**config.mk**
```make
export PLATFORM = sky130hd
export DESIGN_NAME = refresh_rate_lag_slewer
export DESIGN_NICKNAME = d
export VERILOG_FILES = /design/src/hw/rtl/rrls_pkg.sv /design/src/hw/rtl/refresh_rate_lag_slewer.sv /design/src/hw/rtl/rrls_ctrl.sv /design/src/hw/rtl/rrls_dp.sv
export VERILOG_INCLUDE_DIRS = /design/src /design/src/hw/rtl
export SDC_FILE = /design/constraint.sdc
export NUM_CORES = 1
export LEC_CHECK = 0
export ABC_AREA = 1
export BUFFER_PORTS_ARGS = -buffer_cell sky130_fd_sc_hd__buf_2
export CAP_MARGIN = 20
export CORE_ASPECT_RATIO = 0.6
export CORE_MARGIN = 2
export CORE_UTILIZATION = 63
export DETAILED_ROUTE_END_ITERATION = 10
export PLACE_DENSITY = 0.89
export SYNTH_ARGS = -nofsm -noshare
export SYNTH_HDL_FRONTEND = slang
export SYNTH_SLANG_ARGS = --single-unit
```
**constraint.sdc**
```tcl
create_clock -name clk_i -period 7.3 [get_ports clk_i]
set_input_delay 1.46 -clock clk_i [delete_from_list [all_inputs] [get_ports clk_i]]
set_output_delay 1.46 -clock clk_i [all_outputs]
set_load 0.01 [all_outputs]
```
**src/hw/rtl/refresh_rate_lag_slewer_assert.svh**
```systemverilog
// Assertion macros for the refresh rate lag slewer.
// Both macros sample on clk_i and are disabled while rst_ni is low.
`ifndef REFRESH_RATE_LAG_SLEWER_ASSERT_SVH
`define REFRESH_RATE_LAG_SLEWER_ASSERT_SVH

`ifndef SYNTHESIS

`define RRLS_ASSERT_SAME(lbl, ante, cons) \
  lbl: assert property (@(posedge clk_i) disable iff (!rst_ni) (ante) |-> (cons)) \
    else $error("rrls: same-cycle check failed");

`define RRLS_ASSERT_NEXT(lbl, ante, cons) \
  lbl: assert property (@(posedge clk_i) disable iff (!rst_ni) (ante) |=> (cons)) \
    else $error("rrls: next-cycle check failed");

`else

`define RRLS_ASSERT_SAME(lbl, ante, cons)
`define RRLS_ASSERT_NEXT(lbl, ante, cons)

`endif

`endif

```
**src/hw/rtl/rrls_pkg.sv**
```systemverilog
package rrls_pkg;

  localparam int unsigned DataW    = 16;
  localparam int unsigned DivSteps = DataW;
  localparam int unsigned CntW     = $clog2(DivSteps);

  typedef enum logic [1:0] {
    ACT_UPDATE     = 2'd0,
    ACT_QUERY      = 2'd1,
    ACT_INVALIDATE = 2'd2,
    ACT_NOP        = 2'd3
  } act_e;

  typedef enum logic {
    CFG_MIN_PERIOD = 1'b0,
    CFG_MAX_PERIOD = 1'b1
  } cfg_idx_e;

  typedef enum logic [3:0] {
    ST_IDLE = 4'b0001,
    ST_DIV  = 4'b0010,
    ST_MUL  = 4'b0100,
    ST_EXEC = 4'b1000
  } state_e;

  typedef struct packed {
    logic load;
    logic div_step;
    logic mul;
    logic exec;
  } cmd_t;

  typedef struct packed {
    logic need_div;
    logic out_free;
  } sts_t;

endpackage

```
**src/hw/rtl/refresh_rate_lag_slewer.sv**
```systemverilog
// Refresh period and lag slewer.
// Input channel (in_valid_i/in_ready_o) carries one transaction per item: an
// action code, a reported period and a reported lag. Every item yields exactly
// one result transaction on the output channel (out_valid_o/out_ready_i).
// The configuration channel writes min_period (index 0) or max_period
// (index 1); it is always ready and must only be used while the block is idle.
// An update with a nonzero period below min_period runs a bit-serial divider,
// one quotient bit per step over all 16 bits, then a multiply step, before its
// result is written; all other items go straight to the write. A new item is
// taken only once the current one's result has been written, and the next item
// can be taken as soon as that result appears.
// Results sit in an output register; the next item is accepted and processed
// while that register still waits, and only the final write stalls until the
// receiver drains it. Reset sets min_period to 1750, max_period to 50000 and
// clears the stored period, the pending lag and the output valid flag.
`include "refresh_rate_lag_slewer_assert.svh"

module refresh_rate_lag_slewer
  import rrls_pkg::*;
(
  input  logic               clk_i,
  input  logic               rst_ni,
  input  logic               cfg_valid_i,
  output logic               cfg_ready_o,
  input  logic               cfg_index_i,
  input  logic        [15:0] cfg_data_i,
  input  logic               in_valid_i,
  output logic               in_ready_o,
  input  logic        [1:0]  action_i,
  input  logic        [15:0] new_period_i,
  input  logic signed [15:0] new_lag_i,
  output logic               out_valid_o,
  input  logic               out_ready_i,
  output logic        [15:0] period_out_o,
  output logic signed [15:0] lag_left_o,
  output logic               accepted_o
);

  cmd_t cmd;
  sts_t sts;

  assign cfg_ready_o = 1'b1;

  rrls_ctrl u_ctrl (
    .clk_i      (clk_i),
    .rst_ni     (rst_ni),
    .in_valid_i (in_valid_i),
    .in_ready_o (in_ready_o),
    .sts_i      (sts),
    .cmd_o      (cmd)
  );

  rrls_dp u_dp (
    .clk_i        (clk_i),
    .rst_ni       (rst_ni),
    .cfg_valid_i  (cfg_valid_i),
    .cfg_index_i  (cfg_index_i),
    .cfg_data_i   (cfg_data_i),
    .action_i     (action_i),
    .new_period_i (new_period_i),
    .new_lag_i    (new_lag_i),
    .out_ready_i  (out_ready_i),
    .out_valid_o  (out_valid_o),
    .period_out_o (period_out_o),
    .lag_left_o   (lag_left_o),
    .accepted_o   (accepted_o),
    .cmd_i        (cmd),
    .sts_o        (sts)
  );

  // A result is never written over one that the receiver has not taken.
  `RRLS_ASSERT_SAME(a_exec_no_overwrite, cmd.exec, !out_valid_o || out_ready_i)
  // Writing a result always presents it in the next cycle.
  `RRLS_ASSERT_NEXT(a_exec_shows_result, cmd.exec, out_valid_o)
  // After an accepted transaction the block is busy in the next cycle.
  `RRLS_ASSERT_NEXT(a_accept_goes_busy, in_valid_i && in_ready_o, !in_ready_o)

endmodule

```
**src/hw/rtl/rrls_ctrl.sv**
```systemverilog
module rrls_ctrl
  import rrls_pkg::*;
(
  input  logic clk_i,
  input  logic rst_ni,
  input  logic in_valid_i,
  output logic in_ready_o,
  input  sts_t sts_i,
  output cmd_t cmd_o
);

  state_e          state_q, state_d;
  logic [CntW-1:0] cnt_q, cnt_d;

  always_comb begin
    state_d = state_q;
    cnt_d   = cnt_q;
    cmd_o   = '0;
    unique case (state_q)
      ST_IDLE: begin
        cnt_d = '0;
        if (in_valid_i) begin
          cmd_o.load = 1'b1;
          state_d    = sts_i.need_div ? ST_DIV : ST_EXEC;
        end
      end
      ST_DIV: begin
        cmd_o.div_step = 1'b1;
        cnt_d          = cnt_q + CntW'(1);
        if (cnt_q == CntW'(DivSteps - 1)) begin
          state_d = ST_MUL;
        end
      end
      ST_MUL: begin
        cmd_o.mul = 1'b1;
        state_d   = ST_EXEC;
      end
      ST_EXEC: begin
        // The result register must be empty or draining before it is reloaded.
        if (sts_i.out_free) begin
          cmd_o.exec = 1'b1;
          state_d    = ST_IDLE;
        end
      end
      default: begin
        state_d = ST_IDLE;
      end
    endcase
  end

  always_ff @(posedge clk_i or negedge rst_ni) begin
    if (!rst_ni) begin
      state_q <= ST_IDLE;
      cnt_q   <= '0;
    end else begin
      state_q <= state_d;
      cnt_q   <= cnt_d;
    end
  end

  assign in_ready_o = (state_q == ST_IDLE);

endmodule

```
**src/hw/rtl/rrls_dp.sv**
```systemverilog
module rrls_dp
  import rrls_pkg::*;
(
  input  logic                    clk_i,
  input  logic                    rst_ni,
  input  logic                    cfg_valid_i,
  input  logic                    cfg_index_i,
  input  logic        [DataW-1:0] cfg_data_i,
  input  logic        [1:0]       action_i,
  input  logic        [DataW-1:0] new_period_i,
  input  logic signed [DataW-1:0] new_lag_i,
  input  logic                    out_ready_i,
  output logic                    out_valid_o,
  output logic        [DataW-1:0] period_out_o,
  output logic signed [DataW-1:0] lag_left_o,
  output logic                    accepted_o,
  input  cmd_t                    cmd_i,
  output sts_t                    sts_o
);

  logic [DataW-1:0] min_q, max_q;
  logic [DataW-1:0] stored_q, lag_q;
  logic             out_valid_q;

  act_e             act_q;
  logic [DataW-1:0] np_q, nl_q, div_q, rem_q, quo_q, prod_q;

  logic [DataW:0]     np_inc, shifted, diff;
  logic               ge;
  logic [2*DataW-1:0] prod_full;

  logic [DataW-1:0] cond_period, period_nxt, stored_nxt, lag_nxt;
  logic             acc_nxt;
  logic signed [DataW+1:0] sum, lo_ext, hi_ext;
  logic [DataW-1:0] adj;

  assign sts_o.need_div = (act_e'(action_i) == ACT_UPDATE) && (new_period_i != '0)
                          && (new_period_i < min_q);
  assign sts_o.out_free = !out_valid_q || out_ready_i;

  assign np_inc    = {1'b0, new_period_i} + (DataW+1)'(1);
  assign shifted   = {rem_q, quo_q[DataW-1]};
  assign ge        = shifted >= {1'b0, div_q};
  assign diff      = shifted - {1'b0, div_q};
  assign prod_full = np_q * quo_q;

  // Restoring division of min_period by (rate + 1), one quotient bit per cycle.
  always_ff @(posedge clk_i) begin
    if (cmd_i.load) begin
      act_q <= act_e'(action_i);
      np_q  <= new_period_i;
      nl_q  <= new_lag_i;
      div_q <= np_inc[DataW-1:0];
      rem_q <= '0;
      quo_q <= min_q;
    end else if (cmd_i.div_step) begin
      rem_q <= ge ? diff[DataW-1:0] : shifted[DataW-1:0];
      quo_q <= {quo_q[DataW-2:0], ge};
    end
    if (cmd_i.mul) begin
      prod_q <= prod_full[DataW-1:0];
    end
  end

  always_comb begin
    if (np_q < min_q) begin
      cond_period = prod_q;
    end else if (np_q > max_q) begin
      cond_period = max_q;
    end else begin
      cond_period = np_q;
    end
  end

  assign sum    = $signed({2'b00, stored_q}) + $signed({{2{lag_q[DataW-1]}}, lag_q});
  assign lo_ext = $signed({2'b00, min_q});
  assign hi_ext = $signed({2'b00, max_q});

  always_comb begin
    if (sum < lo_ext) begin
      adj = min_q;
    end else if (sum > hi_ext) begin
      adj = max_q;
    end else begin
      adj = sum[DataW-1:0];
    end
  end

  always_comb begin
    stored_nxt = stored_q;
    lag_nxt    = lag_q;
    period_nxt = stored_q;
    acc_nxt    = 1'b0;
    unique case (act_q)
      ACT_UPDATE: begin
        if (np_q != '0) begin
          stored_nxt = cond_period;
          lag_nxt    = nl_q;
          period_nxt = cond_period;
          acc_nxt    = 1'b1;
        end
      end
      ACT_QUERY: begin
        if (lag_q != '0) begin
          period_nxt = adj;
          // Remove the applied change from the pending lag, wrapping at 16 bits.
          lag_nxt    = lag_q - adj + stored_q;
        end
      end
      ACT_INVALIDATE: begin
        lag_nxt = '0;
      end
      default: begin
      end
    endcase
  end

  always_ff @(posedge clk_i or negedge rst_ni) begin
    if (!rst_ni) begin
      min_q       <= DataW'(1750);
      max_q       <= DataW'(50000);
      stored_q    <= '0;
      lag_q       <= '0;
      out_valid_q <= 1'b0;
    end else begin
      if (cfg_valid_i) begin
        unique case (cfg_idx_e'(cfg_index_i))
          CFG_MIN_PERIOD: min_q <= cfg_data_i;
          CFG_MAX_PERIOD: max_q <= cfg_data_i;
          default: begin
          end
        endcase
      end
      if (cmd_i.exec) begin
        stored_q    <= stored_nxt;
        lag_q       <= lag_nxt;
        out_valid_q <= 1'b1;
      end else if (out_ready_i) begin
        out_valid_q <= 1'b0;
      end
    end
  end

  always_ff @(posedge clk_i) begin
    if (cmd_i.exec) begin
      period_out_o <= period_nxt;
      lag_left_o   <= lag_nxt;
      accepted_o   <= acc_nxt;
    end
  end

  assign out_valid_o = out_valid_q;

endmodule

```
==> out/results.ini, run 1 <==
[floorplanning]
die_y_microns=134
start_util_pct=64.1
die-area_sq_um=29500
ios=92
fp-row-count=47
coreArea_sq_um=27600
dieWidth_microns=220

[worst_setup_path]
crit_top_cell=nand2_1
worst_r2r_startpoint=u_dp.lag_q[0]
worstSetupEndpointType=register
reg2reg_depth=40
crit_slowest_cell=fa_1
critPathMaxFanout=27
crit_arrival_ps=6920
r2r-end=u_dp.lag_left_o[13]
worstSetupStartpointType=register
crit_required_ps=7560
crit_type=reg2reg
r2r_setup_slack_ps=640
cpPeakStageDelay_ps=440

[timing]
fmax_mhz=150
fin_crit_sh_pct=91.2
drv_slew=0
finalCriticalPeriod_ps=6660
finClkSkew_ps=15.8
hold_viol=0
setup_tns_ps=0
worstMarginPinSlew_ps=1160
finalSetupViolCount=0
slew_headroom_pct=22.9
rsz0062_at_grt=no

[cells_and_area]
syn_to_final_growth_pct=8.30
final_cell_mix=nand2_1 (519), inv_1 (375), ha_1 (178)
drive_above_1_share_pct=9.45
final_common_cell=nand2_1
final_nets=2549

[detailed_routing]
routed_wl_mm=54.2
drc_errors=0
detail_route.iter0.violations=2112
viasPerCell=6.04
vias=15700
dr.pass1.iters=6
drtAntennaViolNets=0
wl_per_cell_microns=20.8

[clock_tree]
numCtsBuffers=21
clk_latency_ps=530
cts_tree=yes
cts_setup_buffers=0
clk_pin_slew_ps=70
cts_buffer_depth=3
root_buffer=clkbuf_16
h-tree-depth=1
cts.sinks=204

[synth]
ys_ff_latch=204
synth_edf_count=115
synth_cells=2157
avgSynthCellArea_sq_um=8.20
synthFlopType=edfxtp_1
yosysSeqAreaShare_pct=31.8
yosysWarnings=0
ys_types=57
synthArstFlopShare_pct=35.8
syn-cell-area_sq_um=17700
synth_nets=2488

[run]
maxCapViolations=0

[grt]
antenna_found_initial=1
first_global_vias=14900
grt_pass1_wl_mm=83.0
grt_max_degree=66
grt_usage_pct=37.3
grt-ovfl-total=0

[place]
dp_hpwl_mm=42.1
io_buffers=90
gp_congestion=1.02

[status]
status=finished clean

[hold_path]
min_path_cells=2
hold_end=u_dp.rem_q[3]
hold_start=u_dp.rem_q[3]
min_path_type=reg2reg

repair_timing:
item / 4_1_cts / 5_1_grt
endpoints found under the setup margin: 0 / 13
resized for setup: 0 / 2
hold buffers: 0 / 0
flip-flops by register name, indices dropped and copies added (netlist names):
name	count
u_dp.div_q	16
u_dp.lag_left_o	16
u_dp.lag_q	16
u_dp.max_q	16
u_dp.min_q	16
u_dp.nl_q	16
u_dp.np_q	16
u_dp.period_out_o	16
u_dp.prod_q	16
u_dp.quo_q	16
u_dp.rem_q	16
u_dp.stored_q	16
u_ctrl.cnt_q	4
u_ctrl.state_q	4
u_dp.act_q	2
u_dp.accepted_o	1
u_dp.out_valid_o	1
cell families after synthesis:
kind of cell    count (synthesis)  share of synthesized area, %
mux                             1                        0.0566
other cells                     1                        0.0212
buf+inv                       457                          9.96
flops                         204                          31.8
compound gates                377                          12.2
simple gates                  758                          18.2
fa+ha+maj                     275                          23.6
xor+xnor                       84                          4.16
metrics by stage:
step | utilization, % | instance area [sq um] | hold WS, ps | setup WS [ps] | instances
after global routing | 69.5 | 19200 | 483 | 68.5 | 2600
after detailed placement | 66.9 | 18500 | 462 | 525 | 2561
final | 69.5 | 19200 | 472 | 639 | 2601
after floorplan | - | 17700 | 429 | 1830 | 2157
after CTS | 69.4 | 19100 | 472 | 489 | 2599
after global placement | 66.9 | 18500 | 441 | 662 | 2561
worst max path at each step:
stage                                     end  slack [ps]     startpoint  cells after the start
after global placement         u_dp.lag_q[11]         660  u_dp.lag_q[0]                     40
after global routing      u_dp.lag_left_o[13]          70  u_dp.lag_q[0]                     38
after CTS                 u_dp.lag_left_o[13]         490  u_dp.lag_q[0]                     40
after floorplan               u_dp.prod_q[15]        1830   u_dp.np_q[1]                     23
final                     u_dp.lag_left_o[13]         640  u_dp.lag_q[0]                     40
after detailed placement       u_dp.lag_q[11]         530  u_dp.lag_q[0]                     40
layout make-up:
class,instances,area [sq um]
fillers,2139,8420
flip-flops and latches,204,5620
repair buffers,113,623
clock inverters,13,123
diodes,1,2.50
inverters,381,1430
well taps,367,459
clock buffers,25,561
multi-input cells,1497,10300
per-layer routing:
metal / wire [microns] / vias up / global-route usage (%)
met5: 0 / - / 0
met4: 1060 / 0 / 7.05
met3: 8760 / 103 / 13.7
met2: 21000 / 965 / 49.9
met1: 23300 / 7501 / 57.6
li1: - / 7143 / -
worst max-delay path, delay by kind of cell, from the launching register on:
family          cells  cell delay [ps]
flops               1              410
compound gates      6              970
xor+xnor            1              230
fa+ha+maj           5             1870
simple gates       28             2890
Yosys cell counts (5+ instances only):
master,count,area (sq um)
a21o_1,5,37.5
a21oi_1,114,571
a22oi_1,5,37.5
a31oi_1,5,31.3
buf_1,5,18.8
buf_2,7,35.0
clkbuf_1,57,214
dfrtp_1,59,1480
dfstp_2,14,368
dfxtp_1,16,320
edfxtp_1,115,3450
fa_1,97,1940
ha_1,178,2230
inv_1,375,1410
inv_2,6,22.5
nand2_1,520,1950
nand2_2,5,31.3
nand3_1,84,420
nand4_1,18,113
nor2_1,60,225
nor3_1,19,95.1
nor4_1,12,75.1
o211ai_1,42,315
o21ai_0,147,736
o21ai_1,19,95.1
o21ai_2,13,114
o21bai_1,5,37.5
or2_0,13,81.3
or2_2,6,37.5
xnor2_1,26,228
xor2_1,58,508
Power of run 1 is not shown: default switching activity piles up to over one toggle a cycle in this logic, so the estimate is an artifact.
==> run 2, diff against run 1 <==
- BUFFER_PORTS_ARGS: -buffer_cell sky130_fd_sc_hd__buf_2 -> -buffer_cell sky130_fd_sc_hd__clkbuf_2
- PLACE_DENSITY: 0.89 -> 0.91
==> run 2 against run 1 <==
Compared with the run above: sequential share of layout area hardly changed; cell count barely moved; final area increased by 0.16%; highest routed layer is now met5; register-to-register slack worse by 140 ps; worst hold slack improved by 2.9 ps; critical endpoint is now u_dp.lag_q[11].
==> out/results.ini, run 2 (same netlist as run 1, synthesis figures left out) <==
[status]
status=finished clean

[floorplanning]
die_y_microns=134  ; unchanged
dieWidth_microns=220  ; unchanged
ios=92  ; unchanged
coreArea_sq_um=27600  ; unchanged
start_util_pct=64.1  ; unchanged
fp-row-count=47  ; unchanged
die-area_sq_um=29500  ; unchanged

[grt]
grt_max_degree=74  ; +12%
antenna_found_initial=1  ; unchanged
grt-ovfl-total=0  ; unchanged
first_global_vias=15500  ; +4.1%
grt_usage_pct=38.6  ; +1.3 points
grt_pass1_wl_mm=85.8  ; +3.4%

[timing]
finalSetupViolCount=0  ; unchanged
rsz0062_at_grt=no
finClkSkew_ps=17.2  ; +1.40 ps
fmax_mhz=147  ; -2.1%
hold_viol=0  ; unchanged
setup_tns_ps=0  ; unchanged
worstMarginPinSlew_ps=1100  ; -50.5 ps
drv_slew=0  ; unchanged
fin_crit_sh_pct=93.2  ; +1.9 points
finalCriticalPeriod_ps=6800  ; +140 ps
slew_headroom_pct=26.3  ; +3.4 points

[worst_setup_path]
crit_top_cell=nand2_1
worstSetupEndpointType=register
crit_required_ps=7680  ; +120 ps
reg2reg_depth=40  ; unchanged
cpPeakStageDelay_ps=480  ; +40 ps
critPathMaxFanout=12  ; -56%
crit_arrival_ps=7180  ; +260 ps
crit_slowest_cell=fa_1
worstSetupStartpointType=register
crit_type=reg2reg

[detailed_routing]
detail_route.iter0.violations=2263  ; +7.1%
wl_per_cell_microns=21.5  ; +3.3%
viasPerCell=6.13  ; +1.5%
routed_wl_mm=56.0  ; +3.3%
dr.pass1.iters=6  ; unchanged
drc_errors=0  ; unchanged
vias=15900  ; +1.5%
drtAntennaViolNets=0  ; unchanged

[hold_path]
min_path_cells=2  ; unchanged
min_path_type=reg2reg

[cells_and_area]
final_cell_mix=nand2_1 (519), inv_1 (375), ha_1 (178)
stdcell_count=2602  ; +0.038%
fill_cells=2080  ; -2.8%
final_common_cell=nand2_1
num_antenna_cells=0  ; -1
drive_above_1_share_pct=9.62  ; +0.17 points
stdcell_area_sq_um=19200  ; +0.16%
syn_to_final_growth_pct=8.47
final_nets=2551  ; +0.078%

[clock_tree]
numCtsBuffers=21  ; unchanged
cts_tree=yes
cts.sinks=204  ; unchanged
clk_latency_ps=530  ; about the same
h-tree-depth=1  ; unchanged
cts_buffer_depth=3  ; unchanged
root_buffer=clkbuf_16
clk_pin_slew_ps=70  ; about the same

[place]
gp_congestion=1.08  ; +5.8%
dp.cells=2562  ; +0.039%
placed_area_sq_um=18500  ; about the same
dp_hpwl_mm=43.3  ; +3.0%
io_buffers=90  ; unchanged

[run]
maxCapViolations=0  ; unchanged

==> run 2: cell types whose count changed in the layout (fill, tap and decap cells not counted), sizes merged <==
cell / previous run / this run
clkbuf: 25 / 119
diode: 1 / 0
bufinv: 2 / 1
clkinv: 8 / 4
buf: 113 / 26
==> run 2: worst paths after layout <==
kind / start / endpoint / slack [ps]
max in group asynchronous: rst_ni / u_ctrl.cnt_q[3] / 5500
worst min register to register: u_dp.rem_q[3] / u_dp.rem_q[3] / 470
worst min-delay path: u_dp.rem_q[3] / u_dp.rem_q[3] / 470
min in group asynchronous: rst_ni / u_dp.stored_q[11] / 1120
worst max-delay path: u_dp.lag_q[0] / u_dp.lag_q[11] / 500
worst max register to register: u_dp.lag_q[0] / u_dp.lag_q[11] / 500
==> run 2: area by class of cell <==
cell class / count / area [sq um] / area share, %
clock buffer: 30 / 621 / 3.23
clock inverter: 8 / 80.1 / 0.417
inverter: 381 / 1430 / 7.45
multi-input combinational: 1497 / 10300 / 53.9
sequential: 204 / 5620 / 29.3
tap: 367 / 459 / 2.39
timing repair buffer: 115 / 641 / 3.34
==> run 2: routing by layer <==
layer / vias up / part of all wire [%] / GRT usage [%]
met3: 132 / 17 / 16.0
met4: 2 / 2.3 / 8.84
li1: 7135 / - / -
met5: - / 0.023 / 0
met1: 7553 / 41 / 56.8
met2: 1124 / 39 / 52.7
==> run 2: repair_timing <==
action | in CTS | in global routing
setup buffers | 0 | 1
hold buffers | 0 | 0
setup endpoints to repair | 0 | 6
resized for setup | 0 | 1
==> run 2: worst max-delay path: cells and delay by family (launching register included) <==
kind,cells,cell delay [ps]
simple gates,22,2400
fa+ha+maj,5,1850
compound gates,9,1420
buf+inv,3,420
flops,1,420
xor+xnor,1,100
==> run 2: through the flow <==
stage	utilization [%]	hold WS [ps]	setup WS, ps
global placement	67.0	459	642
floorplan	-	429	1830
finish	69.6	474	499
CTS	69.5	476	395
global route	69.6	497	74.5
detailed placement	67.0	466	459
Power of run 2 is left out for the same reason.
